### src/rtl/rsp_pkg.sv
package rsp_pkg;

  localparam int STACK_DEPTH = 8;
  localparam int LEN_BITS    = 20;

  localparam int LVL_W     = $clog2(STACK_DEPTH + 1);
  localparam int STK_IDX_W = (STACK_DEPTH > 1) ? $clog2(STACK_DEPTH) : 1;

  localparam logic [2:0] KIND_BULK_BYTE = 3'd0;
  localparam logic [2:0] KIND_BULK_END  = 3'd1;
  localparam logic [2:0] KIND_INTEGER   = 3'd2;
  localparam logic [2:0] KIND_ARRAY     = 3'd3;
  localparam logic [2:0] KIND_ERROR     = 3'd4;
  localparam logic [2:0] KIND_MSG_END   = 3'd5;

  typedef struct packed {
    logic [2:0]  kind;
    logic [7:0]  byte_out;
    logic [31:0] value;
    logic [3:0]  level;
    logic [3:0]  closed_levels;
  } tok_t;

  typedef struct packed {
    logic                push;
    logic                finish;
    logic                clear;
    logic [LEN_BITS-1:0] len;
  } stack_op_t;

  typedef struct packed {
    logic [LVL_W-1:0] level;
    logic [LVL_W-1:0] closed;
  } stack_stat_t;

  function automatic logic [3:0] to_nib(input logic [LVL_W-1:0] v);
    logic [LVL_W+3:0] w;
    w = {4'b0, v};
    return w[3:0];
  endfunction

endpackage

### src/rtl/rsp_if.sv
interface rsp_in_if;
  logic       valid;
  logic       ready;
  logic [7:0] data_byte;

  modport source (output valid, output data_byte, input ready);
  modport sink (input valid, input data_byte, output ready);
endinterface

interface rsp_out_if;
  logic        valid;
  logic        ready;
  logic [2:0]  kind;
  logic [7:0]  byte_out;
  logic [31:0] value;
  logic [3:0]  level;
  logic [3:0]  closed_levels;

  modport source (output valid, output kind, output byte_out, output value,
                  output level, output closed_levels, input ready);
  modport sink (input valid, input kind, input byte_out, input value,
                input level, input closed_levels, output ready);
endinterface

### src/rtl/rsp_stack.sv
module rsp_stack (
  input  logic                clk,
  input  logic                rst,
  input  rsp_pkg::stack_op_t  op,
  output rsp_pkg::stack_stat_t stat
);
  import rsp_pkg::*;

  logic [LEN_BITS-1:0]  remaining [STACK_DEPTH];
  logic [LVL_W-1:0]     level;
  logic [STACK_DEPTH-1:0] at_last;
  logic                 hit;
  logic [STK_IDX_W-1:0] tgt;
  logic [LVL_W-1:0]     tgt_up;

  // an entry at one or zero closes when an element finishes
  always_comb begin
    for (int j = 0; j < STACK_DEPTH; j++) begin
      at_last[j] = (remaining[j] <= LEN_BITS'(1));
    end
  end

  // highest open entry that survives the finish
  always_comb begin
    hit = 1'b0;
    tgt = '0;
    for (int j = 0; j < STACK_DEPTH; j++) begin
      if ((LVL_W'(j) < level) && !at_last[j]) begin
        hit = 1'b1;
        tgt = STK_IDX_W'(j);
      end
    end
  end

  assign tgt_up      = LVL_W'(tgt) + LVL_W'(1);
  assign stat.level  = level;
  assign stat.closed = hit ? (level - tgt_up) : level;

  always_ff @(posedge clk) begin
    if (rst) begin
      level <= '0;
    end else if (op.clear) begin
      level <= '0;
    end else if (op.push) begin
      level <= level + LVL_W'(1);
    end else if (op.finish) begin
      level <= hit ? tgt_up : '0;
    end
  end

  always_ff @(posedge clk) begin
    if (op.push && !op.clear) begin
      remaining[level[STK_IDX_W-1:0]] <= op.len;
    end else if (op.finish && !op.clear && hit) begin
      remaining[tgt] <= remaining[tgt] - LEN_BITS'(1);
    end
  end

endmodule

### src/rtl/rsp_parse.sv
module rsp_parse (
  input  logic                 clk,
  input  logic                 rst,
  input  logic                 step,
  input  logic [7:0]           data_byte,
  input  rsp_pkg::stack_stat_t stat,
  output rsp_pkg::stack_op_t   op,
  output logic                 res_valid,
  output rsp_pkg::tok_t        res
);
  import rsp_pkg::*;

  localparam logic [2:0] PH_IDLE   = 3'd0;
  localparam logic [2:0] PH_DIGITS = 3'd1;
  localparam logic [2:0] PH_HSKIP  = 3'd2;
  localparam logic [2:0] PH_BODY   = 3'd3;
  localparam logic [2:0] PH_TAIL   = 3'd4;

  localparam logic [1:0] TY_BULK  = 2'd0;
  localparam logic [1:0] TY_INT   = 2'd1;
  localparam logic [1:0] TY_ARRAY = 2'd2;

  localparam logic [7:0] CH_DOLLAR = 8'h24;
  localparam logic [7:0] CH_COLON  = 8'h3A;
  localparam logic [7:0] CH_STAR   = 8'h2A;
  localparam logic [7:0] CH_ZERO   = 8'h30;
  localparam logic [7:0] CH_NINE   = 8'h39;
  localparam logic [7:0] CH_NUL    = 8'h00;

  logic [2:0]          phase, phase_next;
  logic [1:0]          item_type, item_type_next;
  logic [LEN_BITS-1:0] length_count, length_count_next;
  logic [31:0]         accumulator, accumulator_next;
  logic                skip_left, skip_left_next;

  logic [LEN_BITS+3:0] len_ext, len_x10;
  logic [31:0]         acc_x10;
  logic                is_digit, len_ovf, stack_full;
  logic [3:0]          lvl4, closed4;
  stack_op_t           op_c;

  assign is_digit   = (data_byte >= CH_ZERO) && (data_byte <= CH_NINE);
  assign len_ext    = {4'b0, length_count};
  assign len_x10    = (len_ext << 3) + (len_ext << 1) + {{LEN_BITS{1'b0}}, data_byte[3:0]};
  assign len_ovf    = |len_x10[LEN_BITS+3:LEN_BITS];
  assign acc_x10    = (accumulator << 3) + (accumulator << 1) + {24'b0, data_byte}
                      - 32'd48;
  assign stack_full = (stat.level >= LVL_W'(STACK_DEPTH));
  assign lvl4       = to_nib(stat.level);
  assign closed4    = to_nib(stat.closed);

  always_comb begin
    phase_next        = phase;
    item_type_next    = item_type;
    length_count_next = length_count;
    accumulator_next  = accumulator;
    skip_left_next    = skip_left;
    res_valid         = 1'b0;
    res               = '0;
    op_c              = '0;
    op_c.len          = length_count;

    unique case (phase)
      PH_DIGITS: begin
        if (is_digit) begin
          if (len_ovf) begin
            res_valid         = 1'b1;
            res.kind          = KIND_ERROR;
            res.level         = lvl4;
            phase_next        = PH_IDLE;
            item_type_next    = TY_BULK;
            length_count_next = '0;
            accumulator_next  = '0;
            skip_left_next    = 1'b0;
            op_c.clear        = 1'b1;
          end else begin
            length_count_next = len_x10[LEN_BITS-1:0];
          end
        end else begin
          phase_next = PH_HSKIP;
        end
      end
      PH_HSKIP: begin
        if (item_type == TY_ARRAY) begin
          res_valid  = 1'b1;
          res.kind   = KIND_ARRAY;
          res.value  = {{(32-LEN_BITS){1'b0}}, length_count};
          res.level  = lvl4;
          if ((length_count != '0) && !stack_full) begin
            op_c.push = 1'b1;
          end else begin
            op_c.finish       = 1'b1;
            res.closed_levels = closed4;
          end
          phase_next = PH_IDLE;
        end else begin
          accumulator_next = (item_type == TY_BULK) ?
                             {{(32-LEN_BITS){1'b0}}, length_count} : 32'd0;
          if (length_count != '0) begin
            phase_next = PH_BODY;
          end else begin
            phase_next     = PH_TAIL;
            skip_left_next = 1'b1;
          end
        end
      end
      PH_BODY: begin
        if (item_type == TY_BULK) begin
          res_valid    = 1'b1;
          res.kind     = KIND_BULK_BYTE;
          res.byte_out = data_byte;
          res.level    = lvl4;
        end else begin
          accumulator_next = acc_x10;
        end
        if (length_count != '0) begin
          length_count_next = length_count - LEN_BITS'(1);
        end
        if (length_count <= LEN_BITS'(1)) begin
          phase_next     = PH_TAIL;
          skip_left_next = 1'b1;
        end
      end
      PH_TAIL: begin
        if (skip_left) begin
          skip_left_next = 1'b0;
        end else begin
          res_valid         = 1'b1;
          res.kind          = (item_type == TY_BULK) ? KIND_BULK_END : KIND_INTEGER;
          res.value         = accumulator;
          res.level         = lvl4;
          res.closed_levels = closed4;
          op_c.finish       = 1'b1;
          phase_next        = PH_IDLE;
        end
      end
      default: begin
        phase_next = PH_IDLE;
        if ((data_byte == CH_DOLLAR) || (data_byte == CH_COLON) ||
            ((data_byte == CH_STAR) && !stack_full)) begin
          item_type_next    = (data_byte == CH_DOLLAR) ? TY_BULK :
                              (data_byte == CH_COLON)  ? TY_INT  : TY_ARRAY;
          length_count_next = '0;
          accumulator_next  = '0;
          skip_left_next    = 1'b0;
          phase_next        = PH_DIGITS;
        end else if ((data_byte == CH_NUL) && (stat.level == '0)) begin
          res_valid = 1'b1;
          res.kind  = KIND_MSG_END;
        end else begin
          res_valid         = 1'b1;
          res.kind          = KIND_ERROR;
          res.level         = lvl4;
          item_type_next    = TY_BULK;
          length_count_next = '0;
          accumulator_next  = '0;
          skip_left_next    = 1'b0;
          op_c.clear        = 1'b1;
        end
      end
    endcase
  end

  assign op = step ? op_c : '0;

  always_ff @(posedge clk) begin
    if (rst) begin
      phase        <= PH_IDLE;
      item_type    <= TY_BULK;
      length_count <= '0;
      accumulator  <= '0;
      skip_left    <= 1'b0;
    end else if (step) begin
      phase        <= phase_next;
      item_type    <= item_type_next;
      length_count <= length_count_next;
      accumulator  <= accumulator_next;
      skip_left    <= skip_left_next;
    end
  end

endmodule

### src/rtl/resp_stream_parser.sv
// Byte-serial parser for a RESP-style stream. One byte is taken per clock
// cycle, back to back, whenever the output register is empty or being read
// in the same cycle; each byte yields zero or one token, presented in the
// cycle after the byte is taken. The rate is set by the per-byte state update
// (length and integer multiply-by-ten, array stack finish search), which
// is computed combinationally. Tokens carry the array depth around them and
// the number of arrays they complete. No initialization sequence after reset.
module resp_stream_parser (
  input logic        clk,
  input logic        rst,
  rsp_in_if.sink     bytes,
  rsp_out_if.source  tokens
);
  import rsp_pkg::*;

  logic        step;
  logic        res_valid;
  tok_t        res;
  tok_t        tok;
  logic        tok_valid;
  stack_op_t   op;
  stack_stat_t stat;

  assign bytes.ready = !tok_valid || tokens.ready;
  assign step        = bytes.valid && bytes.ready;

  rsp_parse u_parse (
    .clk       (clk),
    .rst       (rst),
    .step      (step),
    .data_byte (bytes.data_byte),
    .stat      (stat),
    .op        (op),
    .res_valid (res_valid),
    .res       (res)
  );

  rsp_stack u_stack (
    .clk  (clk),
    .rst  (rst),
    .op   (op),
    .stat (stat)
  );

  always_ff @(posedge clk) begin
    if (rst) begin
      tok_valid <= 1'b0;
    end else if (step && res_valid) begin
      tok_valid <= 1'b1;
    end else if (tokens.ready) begin
      tok_valid <= 1'b0;
    end
  end

  always_ff @(posedge clk) begin
    if (step && res_valid) begin
      tok <= res;
    end
  end

  assign tokens.valid         = tok_valid;
  assign tokens.kind          = tok.kind;
  assign tokens.byte_out      = tok.byte_out;
  assign tokens.value         = tok.value;
  assign tokens.level         = tok.level;
  assign tokens.closed_levels = tok.closed_levels;

endmodule

### src/flat_wrapper.sv
// flat-port wrapper written by rule: the top's interface ports become plain ports
module resp_stream_parser_flat import rsp_pkg::*;
  (clk, rst, bytes_valid, bytes_data_byte, bytes_ready, tokens_valid, tokens_kind, tokens_byte_out, tokens_value, tokens_level, tokens_closed_levels, tokens_ready);
  rsp_in_if bytes_i ();
  rsp_out_if tokens_i ();
  input logic clk;
  input logic rst;
  input wire logic [$bits(bytes_i.valid)-1:0] bytes_valid;
  input wire logic [$bits(bytes_i.data_byte)-1:0] bytes_data_byte;
  output wire logic [$bits(bytes_i.ready)-1:0] bytes_ready;
  output wire logic [$bits(tokens_i.valid)-1:0] tokens_valid;
  output wire logic [$bits(tokens_i.kind)-1:0] tokens_kind;
  output wire logic [$bits(tokens_i.byte_out)-1:0] tokens_byte_out;
  output wire logic [$bits(tokens_i.value)-1:0] tokens_value;
  output wire logic [$bits(tokens_i.level)-1:0] tokens_level;
  output wire logic [$bits(tokens_i.closed_levels)-1:0] tokens_closed_levels;
  input wire logic [$bits(tokens_i.ready)-1:0] tokens_ready;
  assign bytes_i.valid = bytes_valid;
  assign bytes_i.data_byte = bytes_data_byte;
  assign bytes_ready = bytes_i.ready;
  assign tokens_valid = tokens_i.valid;
  assign tokens_kind = tokens_i.kind;
  assign tokens_byte_out = tokens_i.byte_out;
  assign tokens_value = tokens_i.value;
  assign tokens_level = tokens_i.level;
  assign tokens_closed_levels = tokens_i.closed_levels;
  assign tokens_i.ready = tokens_ready;
  resp_stream_parser u_core (.clk(clk), .rst(rst), .bytes(bytes_i), .tokens(tokens_i));
endmodule
### config.mk
export PLATFORM = sky130hd
export DESIGN_NAME = resp_stream_parser_flat
export DESIGN_NICKNAME = d
export VERILOG_FILES = /design/src/rtl/rsp_pkg.sv /design/src/rtl/rsp_if.sv /design/src/rtl/rsp_stack.sv /design/src/rtl/rsp_parse.sv /design/src/rtl/resp_stream_parser.sv /design/src/flat_wrapper.sv
export SDC_FILE = /design/constraint.sdc
export NUM_CORES = 1
export LEC_CHECK = 0
export ABC_AREA = 1
export BUFFER_PORTS_ARGS = -buffer_cell sky130_fd_sc_hd__buf_4
export CAP_MARGIN = 40
export CELL_PAD_IN_SITES_DETAIL_PLACEMENT = 1
export CELL_PAD_IN_SITES_GLOBAL_PLACEMENT = 1
export CORE_ASPECT_RATIO = 0.6
export CORE_MARGIN = 10
export CORE_UTILIZATION = 47
export DETAILED_ROUTE_END_ITERATION = 10
export PLACE_DENSITY_LB_ADDON = 0.1
export SLEW_MARGIN = 10
export SYNTH_ARGS = -nofsm -noshare
export SYNTH_HDL_FRONTEND = slang
export SYNTH_HIERARCHICAL = 1
export SYNTH_SLANG_ARGS = --single-unit
### constraint.sdc
create_clock -name clk -period 7.87 [get_ports clk]
set_clock_uncertainty 0.2 [all_clocks]
set_input_delay 1.1805 -clock clk [delete_from_list [all_inputs] [get_ports clk]]
set_output_delay 1.1805 -clock clk [all_outputs]
set_load 0.01 [all_outputs]
-- After elaboration in Yosys (flattened, before gate mapping)
Memory sizes are Yosys's and may differ from the RTL's.
Cells that the tools add are included.
- $add $sub $neg: 10
- magnitude comparators: 20
- equal/unequal tests: 21
- multiplexer cells: 101
- bitwise gates (word level): 3
- reductions and logical operators: 48
- operators with widths (cell ; count):
    2-to-1 mux 32 bit ; 6
    less-or-equal comparator 20 x 1 -> 1 bit, second input constant ; 9
    2-to-1 mux 20 bit ; 7
    case mux 32 bit (4 select lines) ; 1
    case mux 32 bit (2 select lines) ; 1
    case mux 20 bit (3 select lines) ; 1
    2-to-1 mux 3 bit ; 16
    2-to-1 mux 4 bit ; 10
    2-to-1 mux 40 bit ; 1
    subtractor 20 x 1 -> 20 bit, second input constant ; 2
    2-to-1 mux 1 bit ; 37
    adder 32 bit ; 1
    adder 32 x 8 -> 32 bit ; 1
    subtractor 32 x 6 -> 32 bit, second input constant ; 1
    2-to-1 mux 28 bit ; 1
    adder 23 x 21 -> 24 bit ; 1
    adder 24 x 4 -> 24 bit ; 1
    == test 8 x 6 -> 1 bit, second input constant ; 3
    case mux 3 bit (4 select lines) ; 2
    2-to-1 mux 23 bit ; 1
    2-to-1 mux 2 bit ; 10
    nonzero test 20 bit ; 1
    OR reduction 20 bit ; 1
    logical AND 1 bit ; 17
    38 further kinds ; 71
- register bits: 114
- memory bits (writable): 160
- input bits: 12
- output and inout port bits: 53
- logic and storage cells: 216
- memories: 1
- memories (name ; depth ; bits a word ; read ports ; clocked after Yosys merged registers in ; wr ports ; line ; source):
    u_core.u_stack.remaining ; 8 ; 20 ; 9 ; 0 ; 1 ; rsp_stack.sv:9 ; logic [LEN_BITS-1:0] remaining [STACK_DEPTH];

-- Depth between registers and ports, before layout
An unclocked memory read counts as a cell.
- depth in word-level cells: 18
- mapped depth: 29
- depth with buffers taken out: 28

-- Cells and area by module
Netlist, hierarchy kept.
- modules (own cells, without submodules) (module ; times used ; cells an instance ; area an instance (um^2) ; seq. area each (um^2)):
    rsp_stack ; 1 ; 996 ; 8743.4 ; 4884.7
    rsp_parse ; 1 ; 1388 ; 8309.2 ; 1161.1
    resp_stream_parser ; 1 ; 63 ; 1606.5 ; 1551.5

-- Least setup slack after synthesis
No wires, ideal clock.
- path type: in2reg
- from: input port bytes_data_byte[3]
- to: register u_core.tok (netlist bit u_core/tokens.byte_out[0]), enable pin
- library setup time: 0.451 ns
- arrival: 5.268 ns
- data required time: 7.219 ns
- setup slack: 1.952 ns
- stages: 17
- path buffers: 0
- path through: inv_1 fa_1 inv_1 fa_1 nand3_1 nor2_1 nand2_1 nor2_1 nor2_1 nand3_1 nand3_1 nor2_4 nand2_1 nand2_1 nand4_1 inv_1 nor3_2
- word-level cells in the longest chain between the ends: 6
- elaborated cells between the ends (all ways): 16
- classes of those cells: 1 x add/sub; 2 x order compare; 3 x eq/ne; 4 x mux; 6 x reduce/logical
- RTL lines (element ; line ; source):
    from (decl) ; flat_wrapper.sv:9 ; input wire logic [$bits(bytes_i.data_byte)-1:0] bytes_data_byte;
    adder 24 x 4 -> 24 bit, or another cell as far along ; rsp_parse.sv:44 ; assign len_x10 = (len_ext << 3) + (len_ext << 1) + {{LEN_BITS{1'b0}}, data_byte[3:0]};
    OR reduction 4 bit, or another cell as far along ; rsp_parse.sv:45 ; assign len_ovf = |len_x10[LEN_BITS+3:LEN_BITS];
    2-to-1 mux 1 bit / logical OR 1 bit (equally long branches) ; rsp_parse.sv:66, rsp_parse.sv:139 ;
    2-to-1 mux 1 bit (on tied branches) ; rsp_parse.sv:65, rsp_parse.sv:139 ;
    case mux 1 bit (4 select lines) * ; rsp_parse.sv:63 ; unique case (phase)
    via u_core.res_valid ; resp_stream_parser.sv:17 ; logic res_valid;
    logical AND 1 bit * ; resp_stream_parser.sv:56 ; if (step && res_valid) begin
    to (signal assigned) ; resp_stream_parser.sv:57 ; tok <= res;
    to (decl) ; resp_stream_parser.sv:19 ; tok_t tok;
The timed path passes the listed nets; every way through them passes the cells marked *.
A chain may end at the register's enable or synchronous reset.

==> key figures <==
Detailed routing
  – Routed Antenna Nets: 0
  – Average detailed-routed wire length per instance: 23.95 µm
  – Wire length reported by the detailed router: a little over 70000 µm
  – Number of vias after detailed routing: between 15000 and 20000
  – Number of violations reported at the end of detailed-routing iteration 0: ~2300
  – Post-detailed-route DRC marker count: 0
  – Length of the first detailed-routing pass in iterations: 7
  – Per-cell via count in the routed design: 5.843

Synthesis
  – Share of Yosys cell area claimed by the top area cell type: 0.3396
  – Share of flip-flops with an asynchronous set or reset: 0
  – Avg Synthesized Cell Area: 7.625 µm²
  – Syn_nets: between 2000 and 3000
  – Sequential-to-total area share from yosys stat: 0.4072
  – Post-synthesis cell count: between 2000 and 2500
  – Count of distinct cell types in the synthesized netlist: 49
  – Most area-consuming cells after synthesis: edfxtp_1, nand2_1, ha_1
  – Predominant post-synthesis flop cell: edfxtp_1
  – Cell taking the most area after synthesis: edfxtp_1
  – Register bit total from synthesis: 274
  – Warnings from Yosys: 6
  – Syn Std Cell Area: roughly 19000 µm²
  – Count of flip-flops with a built-in enable after synthesis: 211

CTS
  – Clk buf depth: 3
  – Count of hold buffers inserted by post-cts repair: 0
  – TritonCTS sink count: around 270
  – CTS buffer count: 28
  – Number of setup buffers added after CTS: 0
  – CTS clk-pin slew, worst paths: 0.06 ns
  – Clk Latency, worst-skew pair: 0.58 ns
  – CTS HTree Levels: 1
  – Clock tree from TritonCTS: built
  – Buffer cell driving the clock tree root: clkbuf_16
  – Post_cts resized: 0

Critical path
  – Critical path, cell by cell: buf_4 > inv_1 > fa_1 > inv_1 > fa_1 > nand3_1 > nand3_1 > nand4_1 > nand3_1 > nand2_1 > inv_1 > nor2_4 > nand2_1 > nand2_1 > a21oi_1 > nor2_1 > nand2_1 > nor2_2 > buf_4 > clkinv_1 > buf_4 > o21ai_0
  – Most Frequent Cell on Critical Path: nand2_1
  – Slowest stage cell, crit path: o21ai_0
  – Required time worst endpoint: between 7 and 8 ns
  – Crit-path max FO: 24
  – Setup Crit Path Kind: primary input to register
  – Type of destination of the critical path: register
  – Largest stage delay on the critical path: slightly below 0.8 ns
  – Critical path startpoint category: primary input
  – Critical path arrival: 5.90 ns

Placed design
  – Number of port buffers: 64
  – Post-detailed-placement half-perimeter wirelength: roughly 57000 µm
  – Placer's final routability congestion estimate: between 0.9 and 1

Final layout
  – Number of diodes: 0
  – Growth of design area from synthesis to finish: 9.958%
  – Final nets: 2645
  – Share of cells above drive strength 1: 0.08711
  – Fillers: 4882

Global route
  – Antenna violations before repair: 0
  – Maximum number of pins on one net before global-route repair: 69
  – Total congestion overflow: 0
  – Global routing usage summed across all routing layers: 0.2898
  – Wire length of the first global-routing pass: 108300 µm
  – Number of global-route vias before repair: around 17000

STA
  – TNS Setup: 0 ns
  – Slew of the pin with the lowest slew margin: ~0.95 ns
  – Setup repair after global routing missed its margin: no
  – Worst max-slew margin expressed relative to the limit: 0.3634
  – Highest clock rate: 170.7 MHz
  – Final worst-path cycle share: 0.7445
  – Count of endpoints failing hold in the final timing report: 0
  – Final worst path period need: just under 6 ns
  – Total count of max-transition violations in the final report: 0
  – Final setup violation count: 0

Floorplanning
  – Core footprint: 39100 µm²
  – Number of placement rows: between 50 and 60
  – Die span in y: 174.3 µm
  – Die Area: 48330 µm²
  – Starting density of the core: 0.4772
  – Number of primary I/O pins: 65
  – Die Width: 277.2 µm

Hold path
  – Hold/Removal Path Class: register to register

Job
  – MaxCap Viol Count: 0

Power and ir drop
  – Total power draw: 3.379 mW
  – Leak Pwr: 9.600 nW
  – Power density over the cells: 164.7 nW/µm²
  – IR Drop Worst-Case VDD: around 150 µV

Status
  – Outcome: finished clean
## sequential cells by signal, indices dropped and copies added (netlist names)
signal	count
u_core/tokens.byte_out	8
u_core/tokens.closed_levels	4
u_core/tokens.kind	3
u_core/tokens.level	4
u_core/tokens.valid	1
u_core/tokens.value	32
u_core/u_parse/accumulator	32
u_core/u_parse/item_type	2
u_core/u_parse/length_count	20
u_core/u_parse/phase	3
u_core/u_parse/skip_left	1
u_core/u_stack/level	4
u_core/u_stack/remaining	160
## Yosys cell counts, types with 4 or more instances
| cell | number |
|---|---|
| a21oi_1 | 121 |
| a21oi_2 | 12 |
| buf_2 | 27 |
| buf_4 | 8 |
| buf_6 | 5 |
| clkbuf_1 | 31 |
| dfxtp_1 | 63 |
| edfxtp_1 | 211 |
| fa_1 | 9 |
| ha_1 | 130 |
| inv_1 | 390 |
| inv_2 | 9 |
| nand2_1 | 612 |
| nand2_2 | 21 |
| nand3_1 | 236 |
| nand3b_1 | 36 |
| nand4_1 | 64 |
| nor2_1 | 202 |
| nor2_2 | 10 |
| nor2_4 | 4 |
| nor3_1 | 27 |
| nor4_1 | 17 |
| o21ai_0 | 90 |
| o21bai_1 | 7 |
| o22ai_1 | 26 |
| or2_2 | 12 |
| xnor2_1 | 12 |
| xor2_1 | 16 |
## report_power, final
group          leakage, nW  switching, mW  internal (mW)
combinational         6.68          0.312          0.134
clock                0.438          0.595          0.753
sequential            2.48         0.0124           1.57
## through the flow
| step | cell area [µm²] | worst slack [ns] | hold slack (ns) | util | instances |
|---|---|---|---|---|---|
| 2_1_floorplan | 18660 | 1.952 | 0.2435 | - | 2447 |
| 3_3_place_gp | 19610 | 1.715 | 0.2519 | 0.5016 | 2983 |
| 3_5_place_dp | 19630 | 1.620 | 0.2600 | 0.5020 | 2986 |
| 4_1_cts | 20520 | 2.190 | 0.2703 | 0.5248 | 3036 |
| 5_1_grt | 20520 | 1.718 | 0.2845 | 0.5248 | 3036 |
| 6_report | 20520 | 2.011 | 0.2683 | 0.5248 | 3036 |
## worst max-delay path: cells and delay by family
family	cells	cell delay, ns
buffers and inverters	7	1.09
adders and majority gates	2	1.01
AOI/OAI and AO/OA	2	0.88
and+or+nand+nor	11	1.68
## worst paths after layout
kind / cells after the start / end / start / slack [ns]
worst max register to register: 21 / u_core/u_stack/remaining[7][10] / u_core/u_stack/remaining[4][15] / 2.16
worst min-delay path: 2 / u_core/u_parse/accumulator[5] / u_core/u_parse/accumulator[5] / 0.27
worst max-delay path: 22 / u_core/u_stack/remaining[0][3] / bytes_data_byte[3] / 2.01
worst min register to register: 2 / u_core/u_parse/accumulator[5] / u_core/u_parse/accumulator[5] / 0.27
## cell families (layout without fill, tap and decap cells)
group | after synthesis | after routing | share of synthesized area
flip-flops | 274 | 274 | 0.4072
adder cells (fa/ha/maj) | 139 | 139 | 0.09683
buffers and inverters | 478 | 545 | 0.1026
AND/OR/NAND/NOR | 1250 | 1250 | 0.2971
AO/OA/AOI/OAI | 278 | 278 | 0.08322
XOR/XNOR | 28 | 28 | 0.01314
## layer usage
layer	up-vias	global-route usage	routed length (µm)
li1	8164	-	-
met1	8632	0.4696	36140
met2	891	0.3542	25750
met3	51	0.1042	10130
met4	0	0.03296	699
met5	-	0	0
## cell usage in the layout, fill, tap and decap left out, types with 4 or more instances in the layout
cell type | Yosys | layout
nand2_1 | 612 | 612
inv_1 | 390 | 390
nand3_1 | 236 | 236
edfxtp_1 | 211 | 211
nor2_1 | 202 | 193
ha_1 | 130 | 130
a21oi_1 | 121 | 121
o21ai_0 | 90 | 90
buf_4 | 8 | 89
nand4_1 | 64 | 64
dfxtp_1 | 63 | 63
nand3b_1 | 36 | 36
clkbuf_16 | 0 | 29
nor3_1 | 27 | 27
o22ai_1 | 26 | 26
nand2_2 | 21 | 21
nor2_2 | 10 | 19
nor4_1 | 17 | 17
xor2_1 | 16 | 16
a21oi_2 | 12 | 12
or2_2 | 12 | 12
xnor2_1 | 12 | 12
inv_2 | 9 | 9
fa_1 | 9 | 9
clkinv_1 | 3 | 8
o21bai_1 | 7 | 7
clkinv_2 | 0 | 5
clkbuf_1 | 31 | 5
nor2_4 | 4 | 4
## layout make-up
| class | instances | area (µm²) | area share |
|---|---|---|---|
| Clock inverter | 14 | 120.1 | 0.005854 |
| Tap cell | 522 | 653.1 | 0.03183 |
| Clock buffer | 36 | 772.0 | 0.03763 |
| Timing Repair Buffer | 92 | 683.2 | 0.03330 |
| Multi-Input combinational cell | 1695 | 9176 | 0.4472 |
| Inverter | 403 | 1515 | 0.07385 |
| Sequential cell | 274 | 7597 | 0.3703 |
Note: power is estimated with default switching activity, not from simulation.
